## config.mk

```make
export PLATFORM = sky130hd
export DESIGN_NAME = dhist2d_front
export DESIGN_NICKNAME = d
export VERILOG_FILES = /design/src/hw/rtl/dhist2d_pkg.sv /design/src/hw/rtl/dhist2d_front.sv
export SDC_FILE = /design/constraint.sdc
export NUM_CORES = 2
export LEC_CHECK = 0
export BUFFER_PORTS_ARGS = -buffer_cell sky130_fd_sc_hd__buf_2
export CELL_PAD_IN_SITES_DETAIL_PLACEMENT = 1
export CELL_PAD_IN_SITES_GLOBAL_PLACEMENT = 2
export CORE_UTILIZATION = 44
export DETAILED_ROUTE_END_ITERATION = 6
export GPL_TIMING_DRIVEN = 0
export PLACE_DENSITY = 0.92
export REMOVE_ABC_BUFFERS = 1
export SYNTH_ARGS = -nofsm -noshare
export SYNTH_HDL_FRONTEND = slang
export SYNTH_SLANG_ARGS = --single-unit
```

## constraint.sdc

```tcl
create_clock -name clk -period 16.7 [get_ports clk]
set_input_delay 1.67 -clock clk [delete_from_list [all_inputs] [get_ports clk]]
set_output_delay 1.67 -clock clk [all_outputs]
set_load 0.01 [all_outputs]
```

## src/hw/rtl/dhist2d_pkg.sv

```systemverilog
// shared types and constants for the dithered 2-D histogram
package dhist2d_pkg;

    localparam int DEF_MAX_X_CHANNELS = 256;
    localparam int DEF_MAX_Y_CHANNELS = 256;
    localparam int DEF_VALUE_BITS     = 16;

    localparam int RAW_W      = 16;
    localparam int RND_W      = 7;
    localparam int IDX_W      = 8;
    localparam int COUNT_W    = 16;
    localparam int CFG_DATA_W = 9;
    localparam int CFG_IDX_W  = 2;
    localparam int SCALE_W    = 5;

    localparam int QUEUE_DEPTH = 4;

    // dither threshold is (1 - fraction) * 100 <= random
    localparam int DITHER_STEPS = 100;
    // wide enough for (2^31) * 100 and 127 << 31
    localparam int DITHER_W     = 40;
    localparam int FRAC_W       = 32;

    localparam logic [CFG_DATA_W-1:0] RST_X_CHANNELS = CFG_DATA_W'(256);
    localparam logic [CFG_DATA_W-1:0] RST_Y_CHANNELS = CFG_DATA_W'(256);
    localparam logic [SCALE_W-1:0]    RST_X_SCALE    = SCALE_W'(12);
    localparam logic [SCALE_W-1:0]    RST_Y_SCALE    = SCALE_W'(12);

    typedef enum logic [CFG_IDX_W-1:0] {
        CFG_X_CHANNELS = 2'd0,
        CFG_Y_CHANNELS = 2'd1,
        CFG_X_SCALE    = 2'd2,
        CFG_Y_SCALE    = 2'd3
    } cfg_index_t;

    localparam logic ACT_INCREMENT = 1'b0;
    localparam logic ACT_READ      = 1'b1;

    typedef struct packed {
        logic [CFG_DATA_W-1:0] x_channels;
        logic [CFG_DATA_W-1:0] y_channels;
        logic [SCALE_W-1:0]    x_scale;
        logic [SCALE_W-1:0]    y_scale;
    } cfg_t;

    // flags of a queue entry handed from front to back
    typedef struct packed {
        logic is_read;
        logic hit;
    } entry_flags_t;

    localparam int FLAGS_W = $bits(entry_flags_t);

endpackage

```

## src/hw/rtl/dhist2d_front.sv

```systemverilog
// front part: accepts beats, computes dithered bins and cell addresses
module dhist2d_front #(
    parameter int MAX_X_CHANNELS = dhist2d_pkg::DEF_MAX_X_CHANNELS,
    parameter int MAX_Y_CHANNELS = dhist2d_pkg::DEF_MAX_Y_CHANNELS,
    parameter int VALUE_BITS     = dhist2d_pkg::DEF_VALUE_BITS,
    parameter int ADDR_W         = $clog2(MAX_X_CHANNELS * MAX_Y_CHANNELS)
) (
    input  logic                             clk,
    input  logic                             rst_n,
    input  dhist2d_pkg::cfg_t                cfg,
    input  logic                             clear_done,
    input  logic                             in_valid,
    output logic                             in_ready,
    input  logic                             action,
    input  logic [dhist2d_pkg::RAW_W-1:0]    x_value,
    input  logic                             x_present,
    input  logic [dhist2d_pkg::RAW_W-1:0]    y_value,
    input  logic                             y_present,
    input  logic [dhist2d_pkg::RND_W-1:0]    x_random,
    input  logic [dhist2d_pkg::RND_W-1:0]    y_random,
    input  logic [dhist2d_pkg::IDX_W-1:0]    read_column,
    input  logic [dhist2d_pkg::IDX_W-1:0]    read_row,
    input  logic                             queue_full,
    output logic                             push,
    output dhist2d_pkg::entry_flags_t        push_flags,
    output logic [ADDR_W-1:0]                push_addr
);

    localparam int XCH_W  = $clog2(MAX_X_CHANNELS + 1);
    localparam int YCH_W  = $clog2(MAX_Y_CHANNELS + 1);
    localparam int XB_W   = $clog2(MAX_X_CHANNELS);
    localparam int YB_W   = $clog2(MAX_Y_CHANNELS);
    localparam int XCO_W  = VALUE_BITS + XCH_W;
    localparam int YCO_W  = VALUE_BITS + YCH_W;
    localparam int XCL_W  = (XCH_W > dhist2d_pkg::CFG_DATA_W) ? XCH_W : dhist2d_pkg::CFG_DATA_W;
    localparam int YCL_W  = (YCH_W > dhist2d_pkg::CFG_DATA_W) ? YCH_W : dhist2d_pkg::CFG_DATA_W;
    localparam int XRC_W  = (XCH_W > dhist2d_pkg::IDX_W) ? XCH_W : dhist2d_pkg::IDX_W;
    localparam int YRC_W  = (YCH_W > dhist2d_pkg::IDX_W) ? YCH_W : dhist2d_pkg::IDX_W;
    localparam int ROW_W  = YB_W + XCH_W;

    // true when the bin rounds up: (2^scale - frac) * 100 <= rnd * 2^scale
    function automatic logic dither_up(
        input logic [63:0]                      coord,
        input logic [dhist2d_pkg::SCALE_W-1:0]  scale,
        input logic [dhist2d_pkg::RND_W-1:0]    rnd
    );
        logic [dhist2d_pkg::FRAC_W:0]     one;
        logic [dhist2d_pkg::FRAC_W-1:0]   frac;
        logic [dhist2d_pkg::DITHER_W-1:0] lhs;
        logic [dhist2d_pkg::DITHER_W-1:0] rhs;
        one  = (dhist2d_pkg::FRAC_W + 1)'(1) << scale;
        frac = coord[dhist2d_pkg::FRAC_W-1:0] & dhist2d_pkg::FRAC_W'(one - 1'b1);
        lhs  = dhist2d_pkg::DITHER_W'(one - {1'b0, frac})
               * dhist2d_pkg::DITHER_W'(dhist2d_pkg::DITHER_STEPS);
        rhs  = dhist2d_pkg::DITHER_W'(rnd) << scale;
        return lhs <= rhs;
    endfunction

    logic [XCH_W-1:0] xc;
    logic [YCH_W-1:0] yc;
    logic [XCL_W-1:0] xcfg_ext;
    logic [YCL_W-1:0] ycfg_ext;
    logic             adv;

    // stage 1: coordinate products
    logic                          s1_valid_reg;
    logic                          s1_read_reg;
    logic                          s1_both_reg;
    logic [XCO_W-1:0]              s1_xco_reg;
    logic [YCO_W-1:0]              s1_yco_reg;
    logic [dhist2d_pkg::RND_W-1:0] s1_xrnd_reg;
    logic [dhist2d_pkg::RND_W-1:0] s1_yrnd_reg;
    logic [dhist2d_pkg::IDX_W-1:0] s1_col_reg;
    logic [dhist2d_pkg::IDX_W-1:0] s1_row_reg;

    // stage 2: integer part and round-up decision
    logic                          s2_valid_reg;
    logic                          s2_read_reg;
    logic                          s2_both_reg;
    logic [XCO_W-1:0]              s2_xwhole_reg;
    logic [YCO_W-1:0]              s2_ywhole_reg;
    logic                          s2_xup_reg;
    logic                          s2_yup_reg;
    logic [dhist2d_pkg::IDX_W-1:0] s2_col_reg;
    logic [dhist2d_pkg::IDX_W-1:0] s2_row_reg;

    // stage 3: final bins and range check
    logic                          s3_valid_reg;
    logic                          s3_read_reg;
    logic                          s3_hit_reg;
    logic [XB_W-1:0]               s3_xb_reg;
    logic [YB_W-1:0]               s3_yb_reg;

    logic [XCO_W:0]   xbin;
    logic [YCO_W:0]   ybin;
    logic             inc_hit;
    logic             rd_hit;
    logic [ROW_W-1:0] row_base;

    always_comb
    begin
        xcfg_ext = XCL_W'(cfg.x_channels);
        ycfg_ext = YCL_W'(cfg.y_channels);
        xc = (xcfg_ext > XCL_W'(MAX_X_CHANNELS)) ? XCH_W'(MAX_X_CHANNELS) : XCH_W'(xcfg_ext);
        yc = (ycfg_ext > YCL_W'(MAX_Y_CHANNELS)) ? YCH_W'(MAX_Y_CHANNELS) : YCH_W'(ycfg_ext);
    end

    assign adv      = !(s3_valid_reg && queue_full);
    assign in_ready = adv && clear_done;

    always_comb
    begin
        xbin    = (XCO_W + 1)'(s2_xwhole_reg) + (XCO_W + 1)'(s2_xup_reg);
        ybin    = (YCO_W + 1)'(s2_ywhole_reg) + (YCO_W + 1)'(s2_yup_reg);
        inc_hit = s2_both_reg && (xbin < (XCO_W + 1)'(xc)) && (ybin < (YCO_W + 1)'(yc));
        rd_hit  = (XRC_W'(s2_col_reg) < XRC_W'(xc)) && (YRC_W'(s2_row_reg) < YRC_W'(yc));
    end

    always_ff @(posedge clk or negedge rst_n)
    begin
        if (!rst_n)
        begin
            s1_valid_reg <= 1'b0;
            s2_valid_reg <= 1'b0;
            s3_valid_reg <= 1'b0;
        end
        else if (adv)
        begin
            s1_valid_reg <= in_valid && in_ready;
            s2_valid_reg <= s1_valid_reg;
            s3_valid_reg <= s2_valid_reg;
        end
    end

    always_ff @(posedge clk)
    begin
        if (adv)
        begin
            s1_read_reg <= (action == dhist2d_pkg::ACT_READ);
            s1_both_reg <= x_present && y_present;
            s1_xco_reg  <= XCO_W'(VALUE_BITS'(x_value)) * XCO_W'(xc);
            s1_yco_reg  <= YCO_W'(VALUE_BITS'(y_value)) * YCO_W'(yc);
            s1_xrnd_reg <= x_random;
            s1_yrnd_reg <= y_random;
            s1_col_reg  <= read_column;
            s1_row_reg  <= read_row;

            s2_read_reg   <= s1_read_reg;
            s2_both_reg   <= s1_both_reg;
            s2_xwhole_reg <= s1_xco_reg >> cfg.x_scale;
            s2_ywhole_reg <= s1_yco_reg >> cfg.y_scale;
            s2_xup_reg    <= dither_up(64'(s1_xco_reg), cfg.x_scale, s1_xrnd_reg);
            s2_yup_reg    <= dither_up(64'(s1_yco_reg), cfg.y_scale, s1_yrnd_reg);
            s2_col_reg    <= s1_col_reg;
            s2_row_reg    <= s1_row_reg;

            s3_read_reg <= s2_read_reg;
            if (s2_read_reg)
            begin
                s3_hit_reg <= rd_hit;
                s3_xb_reg  <= XB_W'(s2_col_reg);
                s3_yb_reg  <= YB_W'(s2_row_reg);
            end
            else
            begin
                s3_hit_reg <= inc_hit;
                s3_xb_reg  <= XB_W'(xbin);
                s3_yb_reg  <= YB_W'(ybin);
            end
        end
    end

    // increments that land nowhere are dropped here
    assign row_base           = ROW_W'(s3_yb_reg) * ROW_W'(xc);
    assign push_addr          = ADDR_W'(row_base) + ADDR_W'(s3_xb_reg);
    assign push_flags.is_read = s3_read_reg;
    assign push_flags.hit     = s3_hit_reg;
    assign push               = s3_valid_reg && !queue_full && (s3_read_reg || s3_hit_reg);

endmodule

```

# Word-level counts from Yosys, hierarchy flattened
# Cells that the tools add are included.
[op_classes]
eq_ne = 0
bitwise = 2
n_addsub = 7
n_lt_le_gt_ge = 8
n_reduce_logical = 12
shift = 6
mul = 5
div = 0
muxes = 5
[op_table]
columns = ["cell", "n"]
rows = [
  ["$le 40x40->1", 2],
  ["$mul 40x5->38 const B", 2],
  ["$shl 7x5->40", 2],
  ["$sub 33x32->34", 2],
  ["$shl 1x5->33 const A", 2],
  ["$and 25x32->32", 2],
  ["$sub 32x1->32 const B", 2],
  ["$add 25x1->26", 2],
  ["$lt 26x9->1", 2],
  ["$mul 16x9->25", 2],
  ["$shr 25x5->25", 2],
  ["$gt 9x9->1 const B", 2],
  ["$lt 8x9->1", 2],
  ["$mux 9", 2],
  ["$add 16x8->16", 1],
  ["$mul 8x9->16", 1],
  ["$mux 8", 2],
  ["$logic_and 1x1->1", 9],
  ["$logic_not 1->1", 2],
  ["$logic_or 1x1->1", 1],
  ["$mux 1", 1],
]
[word_totals]
inputBits = 98
mem_bits_ro = 0
mem_count = 0
wordCells = 68
output_inout_bits = 20
latch_bits = 0
regBits = 173
mem_bits_rw = 0

# Longest topological paths before layout
[logic_depth]
ltp_word = 6
ltp_mapped = 50
depth_no_buf = 45

# Worst setup path after synthesis
# No wires, ideal clock.
[synth_path]
path_type = "input -> register"
from = "input port cfg[6] in the netlist's numbering"
to = "register s2_xup_reg (data pin)"
setup_slack_ps = 6867
cell_stages = 45
t_arrival_ps = 9676
required_ps = 16543
path_cell_list = "buf_2 buf_2 nor3b_1 nand2_1 ha_1 clkbuf_1 clkbuf_1 nor3_1 a21oi_1 o21ai_0 nand2_1 ha_1 o211ai_1 a21oi_1 a41o_1 a21oi_1 nand2b_1 a31oi_1 (+9 left out) nor4b_1 o2111ai_1 and2_1 o21ai_0 and2_1 nor2_1 nor2_1 nor2_1 xnor2_1 ha_1 a21o_1 a21o_1 a21oi_1 o21ai_0 a221oi_1 a32o_1 a21oi_1 nor3_1"
[synth_between]
elab_chain_cells = 6
word_cells_on_any_way = 7
[synth_lines]
columns = ["element", "line_no", "text"]
rows = [
  ["start: declaration", "dhist2d_front.sv:10", "input dhist2d_pkg::cfg_t cfg,"],
  ["$shl 1x5->33", "dhist2d_front.sv:51", "one = (dhist2d_pkg::FRAC_W + 1)'(1) << scale;"],
  ["$sub 32x1->32", "dhist2d_front.sv:52", "frac = coord[dhist2d_pkg::FRAC_W-1:0] & dhist2d_pkg::FRAC_W'(one - 1'b1);"],
  ["$and 25x32->32", "dhist2d_front.sv:52", ""],
  ["$sub 33x32->34", "dhist2d_front.sv:53", "lhs = dhist2d_pkg::DITHER_W'(one - {1'b0, frac})"],
  ["$mul 40x5->38", "dhist2d_front.sv:54", "* dhist2d_pkg::DITHER_W'(dhist2d_pkg::DITHER_STEPS);"],
  ["$le 40x40->1 *", "dhist2d_front.sv:56", "return lhs <= rhs;"],
  ["end signal: assignment", "dhist2d_front.sv:152", "s2_xup_reg <= dither_up(64'(s1_xco_reg), cfg.x_scale, s1_xrnd_reg);"],
  ["end: declaration", "dhist2d_front.sv:82", "logic s2_xup_reg;"],
]
# Every way passes the cells marked *; elsewhere a longest branch is shown, timed or not.
# A chain may end at the register's enable or synchronous reset.

# Worst setup path in the final report
[layout_path]
from = "input port cfg[1] in the netlist's numbering"
to = "register s2_yup_reg (data pin)"
[layout_between]
elab_chain_cells = 6
word_cells_on_any_way = 7
[layout_lines]
columns = ["element", "line_no", "text"]
rows = [
  ["$shl 1x5->33", "dhist2d_front.sv:51", ""],
  ["$sub 32x1->32", "dhist2d_front.sv:52", ""],
  ["$and 25x32->32", "dhist2d_front.sv:52", ""],
  ["$sub 33x32->34", "dhist2d_front.sv:53", ""],
  ["$mul 40x5->38", "dhist2d_front.sv:54", ""],
  ["$le 40x40->1 *", "dhist2d_front.sv:56", ""],
  ["end signal: assignment", "dhist2d_front.sv:153", "s2_yup_reg <= dither_up(64'(s1_yco_reg), cfg.y_scale, s1_yrnd_reg);"],
  ["end: declaration", "dhist2d_front.sv:83", "logic s2_yup_reg;"],
]
# Marks and branches as above.

==> results.yml <==
floorplan:
  core_um2: 74820
  die_area_um2: 77170
  die_h_um: 277.8
  die_w_um: 277.8
  initial_core_util_pct: 44.73
  io_pins: 118
  rows: 100
drt:
  dr.pass1.iters: 5
  finalWirelength_mm: 97.21
  ant_nets: 0
  via_count: 28000
  drtIter0Drc: 1677
  drc_errors: 0
  vias_per_cell: 5.697
  wl_per_cell_um: 19.78
logic_synthesis:
  synthCells: 3959
  ys.flop_type: "edfxtp_1"
  async_flop_share_pct: 1.734
  yosysWarnings: 0
  postSynthAreaPerCell_um2: 8.453
  ys_ff_latch: 173
  ys_seq_area_share_pct: 15.48
  ys_types: 94
  synth_edf_count: 170
  synth_area_um2: 33470
sta:
  tns_ns: 0
  worstMarginPinSlew_ns: 1.383
  fmax_mhz: 84.37
  rsz0062_at_grt: "false"
  slew_viol_final: 0
  period_needed_ns: 11.85
  hold_violations: 0
  min_period_over_period_pct: 70.98
  whs_ns: 0.4235
  relSlewSlack_pct: 7.606
  fin_skew_ns: 0.01947
  setup_violations: 0
cts:
  post-cts-setup-buffer-count: 0
  clk_pin_slew_ns: 0.08
  cts_htree_levels: 4
  cts_sinks: 173
  ctsResizeCount: 0
  cts-root-buf: "clkbuf_16"
  cts_tree: "built"
  cts-buffers-inserted: 17
  clock_latency_ns: 0.49
  hold_buffers: 0
  clk_path_buf_depth: 2
layout:
  seq_area_um2: 5180
  syn_to_final_growth_pct: 5.885
  n_fill_cell: 8991
  drive_gt1_share_pct: 6.895
  final_area_um2: 35440
  multi_input_comb_area_um2: 25670
  finish.net_count: 4789
worst_setup_path:
  start_kind: "primary input"
  critical_path_required_ns: 17.05
  r2r-start: "s1_yco_reg[2]$_DFFE_PN_"
  path_buf_inv: 5
  r2r_end: "s2_yup_reg$_DFFE_PN_"
  path_class: "in -> reg"
  slowest_stage: "buf_2"
  timing.critical_path.mode_cell: "ha_1"
  worst_r2r_path_depth: 33
  cpLargestDelayFamily: "compound AO/OA/AOI/OAI gates"
  max_stage_delay_ns: 0.87
  endpoint_kind: "register"
  cp.arrival_ns: 12.20
  r2r_setup_slack_ns: 8.27
  crit_fanout: 62
place:
  gp_congestion: 0.8831
  place.port_buffers: 117
  placedInstanceArea_um2: 34790
  hpwlAfterDp_mm: 78.62
min_path:
  min_path_cells: 0
  min_from: "s1_col_reg[0]$_DFFE_PN_"
  min_to: "s2_col_reg[0]$_DFFE_PN_"
  hp-class: "reg -> reg"
global_routing:
  grt_remaining_overflow: 0
  grt_pass1_wl_mm: 158.7
  antenna_found_initial: 0
  track_usage_pct: 25.56
  grt_max_degree: 77
  first_global_vias: 29720
job:
  cap_violations: 0
outcome:
  status: "complete, no violations"
==> layout by cell type, fill, tap and decap left out, types with 59 or more instances in the layout <==
cell type | netlist | final
and2_1 | 137 | 137
ha_1 | 446 | 446
inv_1 | 516 | 516
edfxtp_1 | 170 | 170
fa_1 | 313 | 313
xnor2_1 | 119 | 119
a21oi_1 | 207 | 207
o21ai_0 | 171 | 171
xor2_1 | 59 | 59
nand2b_1 | 60 | 60
mux2i_1 | 68 | 68
nor2_1 | 217 | 217
nand2_1 | 547 | 546
buf_2 | 18 | 115
a21o_1 | 79 | 79
==> area by class of cell <==
| class | count | area share (%) |
|---|---|---|
| Clock inverter | 15 | 0.5402 |
| Inverter | 521 | 5.519 |
| Antenna cell | 1 | 0.007062 |
| Timing Repair Buffer | 129 | 2.249 |
| Sequential cell | 173 | 14.62 |
| Clock buffer | 17 | 1.200 |
| Tap cell | 969 | 3.421 |
| Multi-Input combinational cell | 3090 | 72.45 |
==> routing by layer <==
| layer | vias to the layer above | routed length (um) | share of wire [%] | global-route usage [%] |
|---|---|---|---|---|
| li1 | 13310 | - | - | - |
| met1 | 14060 | 42540 | 44 | 32.58 |
| met2 | 506 | 49370 | 51 | 45.87 |
| met3 | 132 | 3035 | 3.1 | 2.249 |
| met4 | 0 | 2256 | 2.3 | 7.154 |
| met5 | - | 0 | 0 | 0 |
==> synth_stat cells (11+ instances only) <==
cell type,number,share of area [%]
a211oi_1,32,0.72
a21o_1,79,1.8
a21oi_1,207,3.1
a22oi_1,20,0.45
a31oi_1,18,0.34
and2_1,137,2.6
and3_1,32,0.60
buf_1,50,0.56
buf_2,18,0.27
clkbuf_1,102,1.1
edfxtp_1,170,15
fa_1,313,19
ha_1,446,17
inv_1,516,5.8
mux2_2,48,1.6
mux2i_1,68,2.0
nand2_1,547,6.1
nand2b_1,60,1.1
nand3_1,54,0.81
nand4_1,29,0.54
nor2_1,217,2.4
nor2b_1,63,1.2
nor3_1,54,0.81
o21a_1,34,0.76
o21ai_0,171,2.6
o22ai_1,26,0.49
o31a_1,11,0.29
o31ai_1,12,0.27
or2_2,15,0.28
or3_1,25,0.47
xnor2_1,119,3.1
xor2_1,59,1.5
==> stage by stage <==
step                util [%]  setup slack, ns  cells
detailed placement     46.49            4.188   4881
finish                 47.36            4.847   4915
CTS                    47.32            4.648   4913
global placement       46.20            4.257   4870
global route           47.36            3.919   4914
floorplan                  -            7.452   3784
==> logic make-up (layout without fill, tap and decap cells) <==
logic type / Yosys count / count (layout) / share of synthesized area (%)
AO/OA/AOI/OAI: 747 / 747 / 14.39
XOR/XNOR: 178 / 178 / 4.658
adder cells (fa/ha/maj): 759 / 759 / 35.40
buffers and inverters: 696 / 682 / 7.933
flip-flops: 173 / 173 / 15.48
multiplexers: 120 / 120 / 3.918
other: 0 / 1 / 0
AND/OR/NAND/NOR: 1286 / 1286 / 18.23
==> worst max path at each step <==
stage | start | endpoint | slack, ns | cells after the start
after floorplan | cfg[7] | s2_xup_reg$_DFFE_PN_ | 7.45 | 40
after global placement | cfg[5] | s2_xup_reg$_DFFE_PN_ | 4.26 | 43
after detailed placement | cfg[5] | s2_xup_reg$_DFFE_PN_ | 4.19 | 43
after CTS | cfg[5] | s2_xup_reg$_DFFE_PN_ | 4.65 | 41
after global routing | cfg[1] | s2_yup_reg$_DFFE_PN_ | 3.92 | 40
final | cfg[1] | s2_yup_reg$_DFFE_PN_ | 4.85 | 40
Power is left out: the tool's default activity adds up to more than one toggle a clock period on the data nets, which glitch-free logic cannot reach.
