===== config.mk =====
export PLATFORM = sky130hd
export DESIGN_NAME = dhist2d_queue
export DESIGN_NICKNAME = d
export VERILOG_FILES = /design/src/hw/rtl/dhist2d_pkg.sv /design/src/hw/rtl/dhist2d_queue.sv
export SDC_FILE = /design/constraint.sdc
export NUM_CORES = 1
export LEC_CHECK = 0
export BUFFER_PORTS_ARGS = -buffer_cell sky130_fd_sc_hd__buf_4
export CAP_MARGIN = 0
export CORE_MARGIN = 10
export CORE_UTILIZATION = 60
export CTS_CLUSTER_SIZE = 16
export DETAILED_ROUTE_END_ITERATION = 7
export PLACE_DENSITY_LB_ADDON = 0.08
export SLEW_MARGIN = 25
export SYNTH_ARGS = -nofsm -noshare
export SYNTH_HDL_FRONTEND = slang
export SYNTH_SLANG_ARGS = --single-unit

===== constraint.sdc =====
create_clock -name clk -period 4.8 [get_ports clk]
set_clock_uncertainty 0.1 [all_clocks]
set_input_delay 0.72 -clock clk [delete_from_list [all_inputs] [get_ports clk]]
set_output_delay 0.72 -clock clk [all_outputs]
set_load 0.005 [all_outputs]

===== src/hw/rtl/dhist2d_pkg.sv =====
// shared types and constants for the dithered 2-D histogram
package dhist2d_pkg;

    localparam int DEF_MAX_X_CHANNELS = 256;
    localparam int DEF_MAX_Y_CHANNELS = 256;
    localparam int DEF_VALUE_BITS     = 16;

    localparam int RAW_W      = 16;
    localparam int RND_W      = 7;
    localparam int IDX_W      = 8;
    localparam int COUNT_W    = 16;
    localparam int CFG_DATA_W = 9;
    localparam int CFG_IDX_W  = 2;
    localparam int SCALE_W    = 5;

    localparam int QUEUE_DEPTH = 4;

    // dither threshold is (1 - fraction) * 100 <= random
    localparam int DITHER_STEPS = 100;
    // wide enough for (2^31) * 100 and 127 << 31
    localparam int DITHER_W     = 40;
    localparam int FRAC_W       = 32;

    localparam logic [CFG_DATA_W-1:0] RST_X_CHANNELS = CFG_DATA_W'(256);
    localparam logic [CFG_DATA_W-1:0] RST_Y_CHANNELS = CFG_DATA_W'(256);
    localparam logic [SCALE_W-1:0]    RST_X_SCALE    = SCALE_W'(12);
    localparam logic [SCALE_W-1:0]    RST_Y_SCALE    = SCALE_W'(12);

    typedef enum logic [CFG_IDX_W-1:0] {
        CFG_X_CHANNELS = 2'd0,
        CFG_Y_CHANNELS = 2'd1,
        CFG_X_SCALE    = 2'd2,
        CFG_Y_SCALE    = 2'd3
    } cfg_index_t;

    localparam logic ACT_INCREMENT = 1'b0;
    localparam logic ACT_READ      = 1'b1;

    typedef struct packed {
        logic [CFG_DATA_W-1:0] x_channels;
        logic [CFG_DATA_W-1:0] y_channels;
        logic [SCALE_W-1:0]    x_scale;
        logic [SCALE_W-1:0]    y_scale;
    } cfg_t;

    // flags of a queue entry handed from front to back
    typedef struct packed {
        logic is_read;
        logic hit;
    } entry_flags_t;

    localparam int FLAGS_W = $bits(entry_flags_t);

endpackage


===== src/hw/rtl/dhist2d_queue.sv =====
// small register fifo between the front and back parts
module dhist2d_queue #(
    parameter int WIDTH = 18,
    parameter int DEPTH = dhist2d_pkg::QUEUE_DEPTH
) (
    input  logic             clk,
    input  logic             rst_n,
    input  logic             push,
    input  logic [WIDTH-1:0] push_data,
    output logic             full,
    input  logic             pop,
    output logic [WIDTH-1:0] pop_data,
    output logic             empty
);

    localparam int PTR_W = (DEPTH > 1) ? $clog2(DEPTH) : 1;
    localparam int CNT_W = $clog2(DEPTH + 1);

    logic [WIDTH-1:0] slot_reg [DEPTH];
    logic [PTR_W-1:0] head_reg, head_next;
    logic [PTR_W-1:0] tail_reg, tail_next;
    logic [CNT_W-1:0] count_reg, count_next;

    assign full     = (count_reg == CNT_W'(DEPTH));
    assign empty    = (count_reg == '0);
    assign pop_data = slot_reg[head_reg];

    always_comb
    begin
        head_next  = head_reg;
        tail_next  = tail_reg;
        count_next = count_reg;
        if (push)
        begin
            tail_next = (tail_reg == PTR_W'(DEPTH - 1)) ? '0 : tail_reg + 1'b1;
        end
        if (pop)
        begin
            head_next = (head_reg == PTR_W'(DEPTH - 1)) ? '0 : head_reg + 1'b1;
        end
        priority if (push && !pop)
        begin
            count_next = count_reg + 1'b1;
        end
        else if (pop && !push)
        begin
            count_next = count_reg - 1'b1;
        end
    end

    always_ff @(posedge clk or negedge rst_n)
    begin
        if (!rst_n)
        begin
            head_reg  <= '0;
            tail_reg  <= '0;
            count_reg <= '0;
        end
        else
        begin
            head_reg  <= head_next;
            tail_reg  <= tail_next;
            count_reg <= count_next;
        end
    end

    always_ff @(posedge clk)
    begin
        if (push)
        begin
            slot_reg[tail_reg] <= push_data;
        end
    end

endmodule


=== Yosys cells after proc, flatten, opt, wreduce, memory -nomap -nowiden ===
Memory sizes are Yosys's and may differ from the RTL's.
Index checks and enable logic that the tools add are counted.
Widths: inputs -> output; s select.

* $mul: 0
* Add/sub/neg operators: 4
* Muxes and demuxes: 6
* $lt $le $gt $ge: 0
* Shift-type cells: 0
* Bitwise logic cells: 0
* Eq/ne operators: 3
* Div/mod/pow operators: 0
* Reductions and logical operators: 6

{| class="wikitable"
|+ Operator list
! operator !! count
|-
| $mux 3 || 2
|-
| $add 2x1->2 const B || 2
|-
| $eq 2x2->1 const B || 2
|-
| $mux 2 || 2
|-
| $add 3x1->3 const B || 1
|-
| $eq 3x3->1 const B || 1
|-
| $logic_not 3->1 || 1
|-
| $sub 3x1->3 const B || 1
|-
| $logic_and 1x1->1 || 2
|-
| $logic_not 1->1 || 2
|-
| $mux 1 || 2
|-
| $reduce_bool 2->1 || 1
|}

* Word-level logic and storage cells: 23
* Latch bits: 0
* Memories kept: 1
* Memory bits (read-only): 0
* Output and inout bits: 20
* Register bits after elaboration: 7
* Bits in writable memories: 72
* Bits of input ports: 22

{| class="wikitable"
|+ Memories
! memory !! depth !! bits a word !! rd ports !! clocked after memory_dff !! wr ports !! line !! text
|-
| slot_reg || 4 || 18 || 1 || 0 || 1 || dhist2d_queue.sv:19 || <nowiki>logic [WIDTH-1:0] slot_reg [DEPTH];</nowiki>
|}

=== Longest topological paths before layout ===
Gate-level depths: netlist (run 1).

* Word-level depth: 4
* Depth in mapped cells: 7
* Gate-level depth less buffers: 7

=== Least setup slack after synthesis (run 1) ===
No wires, ideal clock.

* Path kind: reg2out
* From: register head_reg[0]
* To: output pop_data[0]
* Arrival: 1.066 ns
* Data required time: 3.980 ns
* Path buffers: 1
* Path slack: 2.914 ns
* Cell stages (with the launch flop): 3
* Cell sequence: dfrtp_1 buf_6 mux4_2

* Word-level cells in the longest chain between the ends: 1

{| class="wikitable"
|+ RTL lines
! item !! line !! text
|-
| start: declaration || dhist2d_queue.sv:20 || <nowiki>logic [PTR_W-1:0] head_reg, head_next;</nowiki>
|-
| start signal: assignment || dhist2d_queue.sv:61 || <nowiki>head_reg <= head_next;</nowiki>
|-
| $mem_v2 4x18 || - ||
|-
| end: declaration || dhist2d_queue.sv:12 || <nowiki>output logic [WIDTH-1:0] pop_data,</nowiki>
|}

No other way between the ends.

=== Worst setup path in the final report (run 1) ===
* From: register head_reg[0]
* To: output pop_data[8]

The elaborated chain is that of the path after synthesis.

==> tab_implementation.tex, run 1 <==
\begin{tabular}{lr}
\hline
Metric & Value \\
\hline
\multicolumn{2}{l}{\textbf{Status}} \\
\quad Status & completed \\
\multicolumn{2}{l}{\textbf{Die}} \\
\quad Starting Density & 0.630 \\
\quad Height of the chip & 90.9 µm \\
\quad Area of the die & around 8300 µm² \\
\quad Number of primary I/O pins & 42 \\
\quad Chip Width & 90.9 µm \\
\quad Number of rows in the core area & 25 \\
\quad Core footprint & 4790 µm² \\
\multicolumn{2}{l}{\textbf{Drt}} \\
\quad First-iteration detailed-routing DRC count & 62 \\
\quad DR vias & 1375 \\
\quad Detailed-route vias per instance & 5.46 \\
\quad Antenna-violating nets left & 0 \\
\quad Residual DRC count & 0 \\
\quad Avg WL per Cell & 19.7 µm \\
\quad Number of detailed-routing iterations run before antenna repair & 4 \\
\quad Total wire length & 4950 µm \\
\multicolumn{2}{l}{\textbf{Pwr}} \\
\quad Worst-case vdd ir drop & 0.348 mV \\
\quad Power density over cell area & 599 nW/µm² \\
\quad Gate power share & 0.256 \\
\quad Net switching fraction of the power & 0.254 \\
\quad Net switching power & 0.554 mW \\
\quad Leakage dissipation & around 1.3 nW \\
\quad Cell internal pwr & $\sim$1.6 mW \\
\quad Sequential share of power & 0.455 \\
\quad Part of the total power dissipated in the clock network & 0.289 \\
\multicolumn{2}{l}{\textbf{Timing}} \\
\quad Actual transition at the worst max-transition pin & 0.958 ns \\
\quad Max-slew violation count & 0 \\
\quad Setup repair after global routing missed its margin & no \\
\quad Setup TNS & 0 ns \\
\quad Post-route fraction of the period consumed by the critical path & 0.614 \\
\quad Shortest clock period the worst path allows after layout & just under 3 ns \\
\quad Number of setup violations in the final report & 0 \\
\quad Worst slew margin relative to its limit & 0.361 \\
\quad Maximum clock frequency & 339 MHz \\
\quad Fin. Hold Viols & 0 \\
\quad Worst setup margin & 1.85 ns \\
\multicolumn{2}{l}{\textbf{Synth}} \\
\quad Post-synth cell types & 18 \\
\quad Synthesized netlist cell count & 131 \\
\quad Register bit count reported by yosys & between 70 and 80 \\
\quad Total of warnings raised by yosys & 0 \\
\quad Synthesized netlist net count & 160 \\
\quad Synthesized area & 3010 µm² \\
\quad Avg Cell Area, Syn & 23.0 µm² \\
\quad Register area share after synthesis & 0.775 \\
\multicolumn{2}{l}{\textbf{Global route}} \\
\quad Total Routing Usage GR & 0.128 \\
\quad Number of global-route vias before repair & around 1500 \\
\quad Total grt overflow & 0 \\
\quad Antenna violations before repair & 0 \\
\quad First-pass GRT wire length & 7940 µm \\
\quad Pin count of the biggest net entering global routing & 21 \\
\multicolumn{2}{l}{\textbf{Clock tree}} \\
\quad Clock tree from TritonCTS & done \\
\quad Worst-case clock buffer depth & 2 \\
\quad Number of clock sinks & 79 \\
\quad Quantity of gates resized following cts & 0 \\
\quad Clock buffers created by TritonCTS & 9 \\
\quad Buffer cell driving the clock tree root & sky130\_fd\_sc\_hd\_\_clkbuf\_8 \\
\quad H-tree level count & 3 \\
\quad Clock-pin slew on the worst setup and hold paths & 0.08 ns \\
\quad Number of buffers added for setup after CTS & 0 \\
\quad Latest clock arrival within the worst-skew pair & between 0.3 and 0.4 ns \\
\quad Number of hold buffers added after CTS & 0 \\
\multicolumn{2}{l}{\textbf{Critical path}} \\
\quad CP max-delay cell & sky130\_fd\_sc\_hd\_\_dfrtp\_1 \\
\quad Cell breakdown of the critical path & buf\_4 -> mux4\_2 -> buf\_4 \\
\quad Worst setup path category & reg2out \\
\quad Type of element launching the critical path & flip-flop \\
\quad Critical Path RT & 3.98 ns \\
\quad Worst Setup End Kind & primary output \\
\quad Worst Path Arrival & 2.13 ns \\
\quad Highest fanout seen on the critical path & 12 \\
\quad Slowest cell delay on critical path & 0.72 ns \\
\quad Cell mode on critical path & sky130\_fd\_sc\_hd\_\_buf\_4 \\
\multicolumn{2}{l}{\textbf{Layout}} \\
\quad Antenna diode instance count & 0 \\
\quad Flip-flop count of the largest register, all copies and words added & 72 \\
\quad Top library cells by usage in the layout, fill and taps aside & sky130\_fd\_sc\_hd\_\_edfxtp\_1, sky130\_fd\_sc\_hd\_\_buf\_4, sky130\_fd\_sc\_hd\_\_mux4\_2 \\
\quad Footprint of the multi-input gates & 627 µm² \\
\quad Total area of sequential cells & around 2300 µm² \\
\quad Net total in the final layout & about 210 \\
\quad Leading cell type in the layout, fill and taps excluded & sky130\_fd\_sc\_hd\_\_edfxtp\_1 \\
\quad Filler cells & 272 \\
\quad Fraction of final layout cells with drive strength greater than 1 & 0.427 \\
\quad Layout overhead on the synthesized area & 20.9\% \\
\multicolumn{2}{l}{\textbf{Placement}} \\
\quad Number of port buffers & 41 \\
\quad Routability-driven placement congestion ratio & 0.652 \\
\quad Final HPWL from detailed placement & $\sim$3300 µm \\
\quad Minimum setup slack after placement & 2.17 ns \\
\multicolumn{2}{l}{\textbf{Hold path}} \\
\quad Class of the worst hold path & in2async \\
\multicolumn{2}{l}{\textbf{Run}} \\
\quad Maxcap violations & 0 \\
\hline
\end{tabular}
==> cell type report <==
type,instances,area share
Clock inverter,7,0.0391
Timing Repair Buffer,42,0.0865
Inverter,4,0.00412
Sequential cell,79,0.641
Clock buffer,9,0.0340
Multi-Input combinational cell,44,0.172
Tap cell,67,0.0230
==> per-layer routing <==
metal	vias to the layer above	wire [µm]	share of wire	track usage
li1	623	-	-	-
met1	709	1970	0.40	0.138
met2	37	2660	0.54	0.217
met3	6	277	0.056	0.0499
met4	0	46	0.0093	0.0601
met5	-	0	0	0
==> power by group through the flow <==
stage          Sequential [mW]  Combinational (mW)  Clock, mW
6_report                 0.993               0.559      0.630
2_1_floorplan            0.942               0.381          0
3_3_place_gp              1.00               0.555          0
4_1_cts                  0.997               0.575      0.644
5_1_grt                   1.01               0.613      0.666
3_5_place_dp              1.01               0.572          0
==> cells by family after synthesis <==
logic type               Yosys count  synth area share
AO/OA/AOI/OAI                      2           0.00332
XOR/XNOR                           3           0.00872
flip-flops                        79             0.775
adder cells (fa/ha/maj)            7            0.0315
AND/OR/NAND/NOR                   11            0.0187
buffers and inverters              8            0.0166
multiplexers                      21             0.146
==> synthesized netlist by cell type <==
master                     count  area (µm²)
sky130_fd_sc_hd__and2_1        4        25.0
sky130_fd_sc_hd__buf_2         1        5.00
sky130_fd_sc_hd__buf_4         1        7.51
sky130_fd_sc_hd__buf_6         2        22.5
sky130_fd_sc_hd__dfrtp_1       7         175
sky130_fd_sc_hd__edfxtp_1     72        2160
sky130_fd_sc_hd__fa_1          1        20.0
sky130_fd_sc_hd__ha_1          6        75.1
sky130_fd_sc_hd__inv_1         4        15.0
sky130_fd_sc_hd__mux2_2        3        33.8
sky130_fd_sc_hd__mux4_2       18         405
sky130_fd_sc_hd__nand2_1       2        7.51
sky130_fd_sc_hd__nor2_1        3        11.3
sky130_fd_sc_hd__nor3_1        1        5.00
sky130_fd_sc_hd__nor3b_1       1        7.51
sky130_fd_sc_hd__o21ai_0       2        10.0
sky130_fd_sc_hd__xnor2_1       1        8.76
sky130_fd_sc_hd__xor2_1        2        17.5
==> path summary, 6_finish.rpt <==
kind / startpoint / to / slack (ns) / cells past startpoint
setup / recovery: head_reg[0] / pop_data[8] / 1.85 / 3
hold / removal: rst_n / count_reg[1] / 0.07 / 1
setup reg to reg: tail_reg[0] / slot_reg[2][10] / 2.84 / 3
hold reg to reg: count_reg[2] / count_reg[2] / 0.41 / 1
max in group asynchronous: rst_n / count_reg[0] / 4.39 / 1
min in group clk: count_reg[2] / count_reg[2] / 0.41 / 1
==> worst max-delay path, delay by kind of cell, from the launching register on <==
| kind | cells | cell delay (ns) |
|---|---|---|
| muxes | 1 | 0.55 |
| buffers and inverters | 2 | 0.50 |
| DFF | 1 | 0.72 |
==> metrics by stage <==
step	instance area, µm²	std cells	hold slack (ns)	utilization	power (mW)
after floorplan	3010	131	0.324	-	1.32
after global placement	3380	236	0.374	0.706	1.55
after detailed placement	3380	236	0.401	0.706	1.58
after CTS	3640	252	0.0565	0.762	2.22
after global routing	3640	252	0.0588	0.762	2.29
final	3640	252	0.0743	0.762	2.18
(Power assumes the default switching activity.)
==> run 2: changes to the inputs <==
Settings changed: CORE_UTILIZATION 60 to 51.
Clock period 4.8 ns to 2.7 ns, I/O delays scaled along.
==> run 2 against run 1 <==
Net effect:
- total power rose by 66%
- via count rose by 1.8%
- clock power rose by 30%
- largest power group unchanged
==> tab_implementation.tex, run 2 (synthesis results as in run 1) <==
\begin{tabular}{lr}
\hline
Metric & Value \\
\hline
\multicolumn{2}{l}{\textbf{Die}} \\
\quad Area of the die & 9380 µm² (+14\%) \\
\quad Chip Width & 96.9 µm (+6.6\%) \\
\quad Starting Density & 0.537 (-0.0923) \\
\quad Height of the chip & 96.9 µm (+6.6\%) \\
\quad Number of primary I/O pins & 42 (unchanged) \\
\quad Core footprint & 5610 µm² (+17\%) \\
\quad Number of rows in the core area & 27 (+8.0\%) \\
\multicolumn{2}{l}{\textbf{Placement}} \\
\quad Routability-driven placement congestion ratio & 0.677 (+3.8\%) \\
\quad Final HPWL from detailed placement & 3530 µm (+8.7\%) \\
\quad Area after detailed placement & 3420 µm² (+1.3\%) \\
\quad Number of port buffers & 41 (unchanged) \\
\multicolumn{2}{l}{\textbf{Pwr}} \\
\quad Net switching power & 0.987 mW (+78\%) \\
\quad Worst-case vdd ir drop & 0.742 mV (+110\%) \\
\quad Power density over cell area & 999 nW/µm² (+67\%) \\
\quad Gate power share & 0.295 (+0.039) \\
\quad Part of the total power dissipated in the clock network & 0.227 (-0.062) \\
\quad Net switching fraction of the power & 0.273 (+0.0191) \\
\quad Cell internal pwr & 2.63 mW (+61\%) \\
\quad Leakage dissipation & 1.31 nW (-0.61\%) \\
\quad Sequential share of power & 0.478 (+0.023) \\
\multicolumn{2}{l}{\textbf{Timing}} \\
\quad Setup TNS & 0 ns (unchanged) \\
\quad Post-route fraction of the period consumed by the critical path & 0.885 \\
\quad Actual transition at the worst max-transition pin & 0.933 ns (-0.0251 ns) \\
\quad Fin. Hold Viols & 0 (unchanged) \\
\quad Shortest clock period the worst path allows after layout & $\sim$2.4 ns \\
\quad Max-slew violation count & 0 (unchanged) \\
\quad Maximum clock frequency & 419 MHz \\
\quad Setup repair after global routing missed its margin & no \\
\quad Number of setup violations in the final report & 0 (unchanged) \\
\quad Worst slew margin relative to its limit & 0.378 (+0.0167) \\
\multicolumn{2}{l}{\textbf{Clock tree}} \\
\quad Clock-pin slew on the worst setup and hold paths & 0.08 ns (about the same) \\
\quad Latest clock arrival within the worst-skew pair & 0.33 ns (about the same) \\
\quad Worst-case clock buffer depth & 2 (unchanged) \\
\quad Buffer cell driving the clock tree root & sky130\_fd\_sc\_hd\_\_clkbuf\_8 \\
\quad Quantity of gates resized following cts & 0 (unchanged) \\
\quad H-tree level count & 3 (unchanged) \\
\quad Clock tree from TritonCTS & done \\
\quad Clock buffers created by TritonCTS & 9 (unchanged) \\
\quad Number of clock sinks & 79 (unchanged) \\
\multicolumn{2}{l}{\textbf{Layout}} \\
\quad Leading cell type in the layout, fill and taps excluded & sky130\_fd\_sc\_hd\_\_edfxtp\_1 \\
\quad Filler cells & 411 (+51\%) \\
\quad Antenna diode instance count & 0 (unchanged) \\
\quad Area of all placed cells without fillers & 3620 µm² (-0.65\%) \\
\quad Net total in the final layout & 215 (+2.9\%) \\
\quad Fraction of final layout cells with drive strength greater than 1 & 0.435 (+0.00753) \\
\quad Flip-flop count of the largest register, all copies and words added & 72 (unchanged) \\
\quad Top library cells by usage in the layout, fill and taps aside & sky130\_fd\_sc\_hd\_\_edfxtp\_1, sky130\_fd\_sc\_hd\_\_buf\_4, sky130\_fd\_sc\_hd\_\_mux4\_2 \\
\quad Layout overhead on the synthesized area & 20.1\% \\
\multicolumn{2}{l}{\textbf{Drt}} \\
\quad Total wire length & 5210 µm (+5.3\%) \\
\quad Number of detailed-routing iterations run before antenna repair & 4 (unchanged) \\
\quad Detailed-route vias per instance & 5.32 (-2.4\%) \\
\quad Residual DRC count & 0 (unchanged) \\
\quad DR vias & 1400 (+1.8\%) \\
\quad Antenna-violating nets left & 0 (unchanged) \\
\quad First-iteration detailed-routing DRC count & 72 (+16\%) \\
\quad Avg WL per Cell & 19.8 µm (+0.87\%) \\
\multicolumn{2}{l}{\textbf{Global route}} \\
\quad Total Routing Usage GR & 0.116 (-0.0118) \\
\quad Number of global-route vias before repair & 1610 (+6.3\%) \\
\quad Antenna violations before repair & 0 (unchanged) \\
\quad Total grt overflow & 0 (unchanged) \\
\quad First-pass GRT wire length & 8600 µm (+8.3\%) \\
\quad Pin count of the biggest net entering global routing & 21 (unchanged) \\
\multicolumn{2}{l}{\textbf{Critical path}} \\
\quad Worst setup path category & reg2out \\
\quad Type of element launching the critical path & flip-flop \\
\quad Highest fanout seen on the critical path & 20 (+8) \\
\quad Worst Setup End Kind & primary output \\
\quad Critical Path RT & 2.19 ns (-1.79 ns) \\
\quad Launch point of the worst reg-to-reg path & tail\_reg[1] \\
\quad Destination of the worst register-to-register timing path & slot\_reg[0][14] \\
\quad Worst Path Arrival & 1.88 ns (-0.25 ns) \\
\quad FF-to-FF setup slack & 0.72 ns (-2.12 ns) \\
\quad Worst-case reg-to-reg path depth & 4 (+1) \\
\multicolumn{2}{l}{\textbf{Hold path}} \\
\quad Hold path depth & 1 \\
\quad Worst min-delay path startpoint & push\_data[12] \\
\quad Class of the worst hold path & in2reg \\
\quad Endpoint of the worst hold path & slot\_reg[1][12] \\
\multicolumn{2}{l}{\textbf{Status}} \\
\quad Status & completed \\
\multicolumn{2}{l}{\textbf{Run}} \\
\quad Maxcap violations & 0 (unchanged) \\
\hline
\end{tabular}
-- run 2: cell count changes in the layout (fill, tap and decap cells not counted), sizes merged --
cell / change
buf: +5
bufinv: -3
clkinv: +3
inv: -2
clkbuf: +1
clkinvlp: +1
dlygate4sd3: +1
-- run 2: repair_timing --
action                                 CTS  global route
hold buffers                             1             0
endpoints found under the hold margin    7             0
setup buffers                            0             0
-- run 2: worst max-delay path by stage --
stage / startpoint / endpoint / slack (ns)
after floorplan: head_reg[0] / pop_data[0] / 1.13
after global placement: head_reg[1] / pop_data[7] / 0.68
after detailed placement: head_reg[1] / pop_data[7] / 0.65
after CTS: head_reg[1] / pop_data[7] / 0.27
after global routing: head_reg[1] / pop_data[9] / 0.24
final: head_reg[1] / pop_data[7] / 0.31
-- run 2: critical path, stage by stage, from the launching register on --
cell and delay [ns]:
sky130_fd_sc_hd__dfrtp_1 0.96, sky130_fd_sc_hd__mux4_2 0.44, sky130_fd_sc_hd__buf_4 0.16
-- run 2: cell type report --
class | count | area [µm²] | area share
clock buffer | 10 | 128 | 0.0352
clock inverter | 6 | 61.3 | 0.0169
inverter | 4 | 15.0 | 0.00415
multi-input combinational | 44 | 627 | 0.173
sequential | 79 | 2340 | 0.645
tap | 72 | 90.1 | 0.0249
timing repair buffer | 48 | 363 | 0.100
-- run 2: metal layers --
metal | GRT usage | wire (µm) | up-vias
met5 | 0 | 0 | -
li1 | - | - | 637
met2 | 0.191 | 2730 | 33
met3 | 0.0419 | 264 | 6
met4 | 0.0507 | 66 | 0
met1 | 0.133 | 2150 | 724
-- run 2: metrics by stage --
step / power (mW) / setup slack, ns / hold slack (ns) / util / std cells
6_report: 3.62 / 0.311 / 0.160 / 0.646 / 263
5_1_grt: 3.84 / 0.237 / 0.141 / 0.646 / 263
4_1_cts: 3.69 / 0.268 / 0.148 / 0.646 / 263
3_5_place_dp: 2.86 / 0.647 / 0.123 / 0.610 / 246
3_3_place_gp: 2.81 / 0.680 / 0.120 / 0.610 / 246
2_1_floorplan: 2.35 / 1.13 / 0.00941 / - / 131
-- run 2: power by group through the flow --
stage	Clock [mW]	Combinational, mW	Sequential [mW]
2_1_floorplan	0	0.677	1.67
3_3_place_gp	0	1.07	1.74
3_5_place_dp	0	1.10	1.76
4_1_cts	0.850	1.10	1.73
5_1_grt	0.903	1.18	1.75
6_report	0.822	1.07	1.73
==> run 3: changes to the inputs <==
Settings changed: CORE_UTILIZATION 51 to 56, RECOVER_POWER set to 25.
Clock period 2.7 ns to 2.3 ns, I/O delays scaled along.
==> run 3 against run 2 <==
Net effect:
- die area shrank 7.1%
- first-iteration DRC count up 31%
- non-clock buffer count grew 1
- utilization up 4.8 points
- sequential cell count did not move
- setup slack worse by 0.087 ns
- hold slack got worse by 0.052 ns
- combinational power increased by 22%
- final area decreased by 0.90%
- highest routed layer unchanged
- total power is 18% higher
==> tab_implementation.tex, run 3 (synthesis results as in run 1) <==
\begin{tabular}{lr}
\hline
Metric & Value \\
\hline
\multicolumn{2}{l}{\textbf{Timing}} \\
\quad Fin. Hold Viols & 0 (unchanged) \\
\quad Number of setup violations in the final report & 0 (unchanged) \\
\quad Setup repair after global routing missed its margin & no \\
\quad Max-slew violation count & 0 (unchanged) \\
\quad Worst slew margin relative to its limit & 0.708 (+0.330) \\
\quad Shortest clock period the worst path allows after layout & 2.08 ns \\
\quad Setup TNS & 0 ns (unchanged) \\
\quad Post-route fraction of the period consumed by the critical path & 0.902 \\
\quad Actual transition at the worst max-transition pin & 0.438 ns (-0.495 ns) \\
\quad Maximum clock frequency & 482 MHz \\
\multicolumn{2}{l}{\textbf{Critical path}} \\
\quad Worst setup path category & reg2out \\
\quad Slowest cell delay on critical path & 0.54 ns (-0.42 ns) \\
\quad Critical Path RT & 1.86 ns (-0.33 ns) \\
\quad Worst Setup End Kind & primary output \\
\quad Highest fanout seen on the critical path & 11 (-45\%) \\
\quad Worst Path Arrival & 1.63 ns (-0.25 ns) \\
\quad Cell mode on critical path & sky130\_fd\_sc\_hd\_\_buf\_4 \\
\quad Largest delay contributor family on the critical path & multiplexers \\
\quad CP max-delay cell & sky130\_fd\_sc\_hd\_\_mux4\_2 \\
\quad Type of element launching the critical path & flip-flop \\
\quad Crit path buf inv count & 2 (+1) \\
\quad Cell breakdown of the critical path & buf\_4 -> mux4\_2 -> buf\_4 \\
\multicolumn{2}{l}{\textbf{Clock tree}} \\
\quad Latest clock arrival within the worst-skew pair & 0.33 ns (about the same) \\
\quad Clock tree from TritonCTS & done \\
\quad H-tree level count & 3 (unchanged) \\
\quad Clock buffers created by TritonCTS & 9 (unchanged) \\
\quad Number of buffers added for setup after CTS & 0 (unchanged) \\
\quad Clock-pin slew on the worst setup and hold paths & 0.07 ns (about the same) \\
\quad Worst-case clock buffer depth & 2 (unchanged) \\
\quad Buffer cell driving the clock tree root & sky130\_fd\_sc\_hd\_\_clkbuf\_8 \\
\quad Number of clock sinks & 79 (unchanged) \\
\multicolumn{2}{l}{\textbf{Die}} \\
\quad Starting Density & 0.583 (+0.0452) \\
\quad Area of the die & 8720 µm² (-7.1\%) \\
\quad Number of primary I/O pins & 42 (unchanged) \\
\quad Chip Width & 93.4 µm (-3.6\%) \\
\quad Core footprint & 5170 µm² (-7.8\%) \\
\quad Number of rows in the core area & 26 (-3.7\%) \\
\quad Height of the chip & 93.4 µm (-3.6\%) \\
\multicolumn{2}{l}{\textbf{Drt}} \\
\quad Detailed-route vias per instance & 5.28 (-0.84\%) \\
\quad Antenna-violating nets left & 0 (unchanged) \\
\quad Total wire length & 5060 µm (-2.9\%) \\
\quad Avg WL per Cell & 19.3 µm (-2.5\%) \\
\quad DR vias & 1383 (-1.2\%) \\
\quad Residual DRC count & 0 (unchanged) \\
\quad Number of detailed-routing iterations run before antenna repair & 4 (unchanged) \\
\quad First-iteration detailed-routing DRC count & 94 (+31\%) \\
\multicolumn{2}{l}{\textbf{Layout}} \\
\quad Flip-flop count of the largest register, all copies and words added & 72 (unchanged) \\
\quad Leading cell type in the layout, fill and taps excluded & sky130\_fd\_sc\_hd\_\_edfxtp\_1 \\
\quad Fraction of final layout cells with drive strength greater than 1 & 0.370 (-0.0648) \\
\quad Top library cells by usage in the layout, fill and taps aside & sky130\_fd\_sc\_hd\_\_edfxtp\_1, sky130\_fd\_sc\_hd\_\_buf\_4, sky130\_fd\_sc\_hd\_\_mux4\_2 \\
\quad Fin cells & 262 (-0.38\%) \\
\quad Net total in the final layout & 216 (+0.47\%) \\
\quad Antenna diode instance count & 0 (unchanged) \\
\quad Layout overhead on the synthesized area & 19.1\% \\
\multicolumn{2}{l}{\textbf{Placement}} \\
\quad Number of port buffers & 41 (unchanged) \\
\quad Routability-driven placement congestion ratio & 0.675 (-0.21\%) \\
\quad Final HPWL from detailed placement & 3610 µm (+2.1\%) \\
\quad Placed cell count & 245 (-0.41\%) \\
\multicolumn{2}{l}{\textbf{Global route}} \\
\quad Pin count of the biggest net entering global routing & 16 (-24\%) \\
\quad Number of global-route vias before repair & 1571 (-2.4\%) \\
\quad Total grt overflow & 0 (unchanged) \\
\quad Total Routing Usage GR & 0.128 (+0.0115) \\
\quad First-pass GRT wire length & 8340 µm (-3.0\%) \\
\quad Antenna violations before repair & 0 (unchanged) \\
\multicolumn{2}{l}{\textbf{Run}} \\
\quad Maxcap violations & 0 (unchanged) \\
\multicolumn{2}{l}{\textbf{Pwr}} \\
\quad Power density over cell area & 1180 nW/µm² (+19\%) \\
\quad Leakage dissipation & 1.27 nW (-3.2\%) \\
\quad Worst-case vdd ir drop & 0.853 mV (+15\%) \\
\multicolumn{2}{l}{\textbf{Status}} \\
\quad Status & completed \\
\multicolumn{2}{l}{\textbf{Hold path}} \\
\quad Class of the worst hold path & in2reg \\
\hline
\end{tabular}
-- run 3: cell types whose count changed in the layout (fill, tap and decap cells not counted) --
cell / previous run / this run
sky130_fd_sc_hd__buf_12: 0 / 1
sky130_fd_sc_hd__buf_4: 47 / 34
sky130_fd_sc_hd__clkbuf_1: 1 / 13
sky130_fd_sc_hd__clkinv_1: 0 / 1
sky130_fd_sc_hd__clkinv_4: 1 / 0
sky130_fd_sc_hd__clkinvlp_4: 1 / 2
-- run 3: worst paths after layout --
| kind | from | slack [ns] | depth (start not counted) | endpoint |
|---|---|---|---|---|
| hold / removal | push_data[13] | 0.11 | 1 | slot_reg[1][13] |
| setup reg to reg | tail_reg[1] | 0.53 | 4 | slot_reg[1][1] |
| setup / recovery | head_reg[0] | 0.22 | 3 | pop_data[10] |
| min in group asynchronous | rst_n | 0.25 | 2 | count_reg[0] |
| hold reg to reg | count_reg[2] | 0.40 | 1 | count_reg[2] |
| max in group asynchronous | rst_n | 1.73 | 2 | head_reg[0] |
-- run 3: layout make-up --
cell class / count / area, µm²
sequential: 79 / 2340
fill: 343 / 1580
multi-input combinational: 44 / 627
timing repair buffer: 49 / 334
clock buffer: 9 / 124
tap: 70 / 87.6
clock inverter: 7 / 63.8
inverter: 4 / 15.0
-- run 3: worst register-to-register path: cells and delay by family, from the launching register on --
family | cells | cell delay (ns)
flops | 1 | 0.42
simple gates | 1 | 0.40
buf+inv | 2 | 0.40
fa+ha+maj | 1 | 0.15
-- run 3: report_power, final --
part	internal [mW]	leakage [nW]	switching, mW	total, mW
Combinational	0.749	0.428	0.562	1.31
Clock	0.491	0.0924	0.471	0.962
Sequential	1.86	0.744	0.119	1.98
-- run 3: stage by stage --
step | cell area, µm² | hold slack [ns] | worst slack (ns) | total power [mW] | utilization
after floorplan | 3010 | -0.0506 | 0.730 | 2.76 | -
after global placement | 3440 | 0.0594 | 0.569 | 3.32 | 0.665
after detailed placement | 3440 | 0.0638 | 0.517 | 3.38 | 0.665
after CTS | 3640 | 0.0847 | 0.188 | 4.34 | 0.703
after global routing | 3590 | 0.100 | 0.147 | 4.50 | 0.694
final | 3590 | 0.108 | 0.225 | 4.25 | 0.694
-- run 3: metal layers --
layer  vias up  global-route usage  wire length [µm]
met5         -                   0                 0
met4         0              0.0733                67
met3         4              0.0384               292
met2        40               0.207              2630
met1       699               0.148              2070
li1        640                   -                 -
-- run 3: timing repair --
| item | in CTS | in global routing |
|---|---|---|
| resized for setup | 0 | 0 |
| hold buffers | 1 | 0 |
| hold endpoints to repair | 7 | 0 |
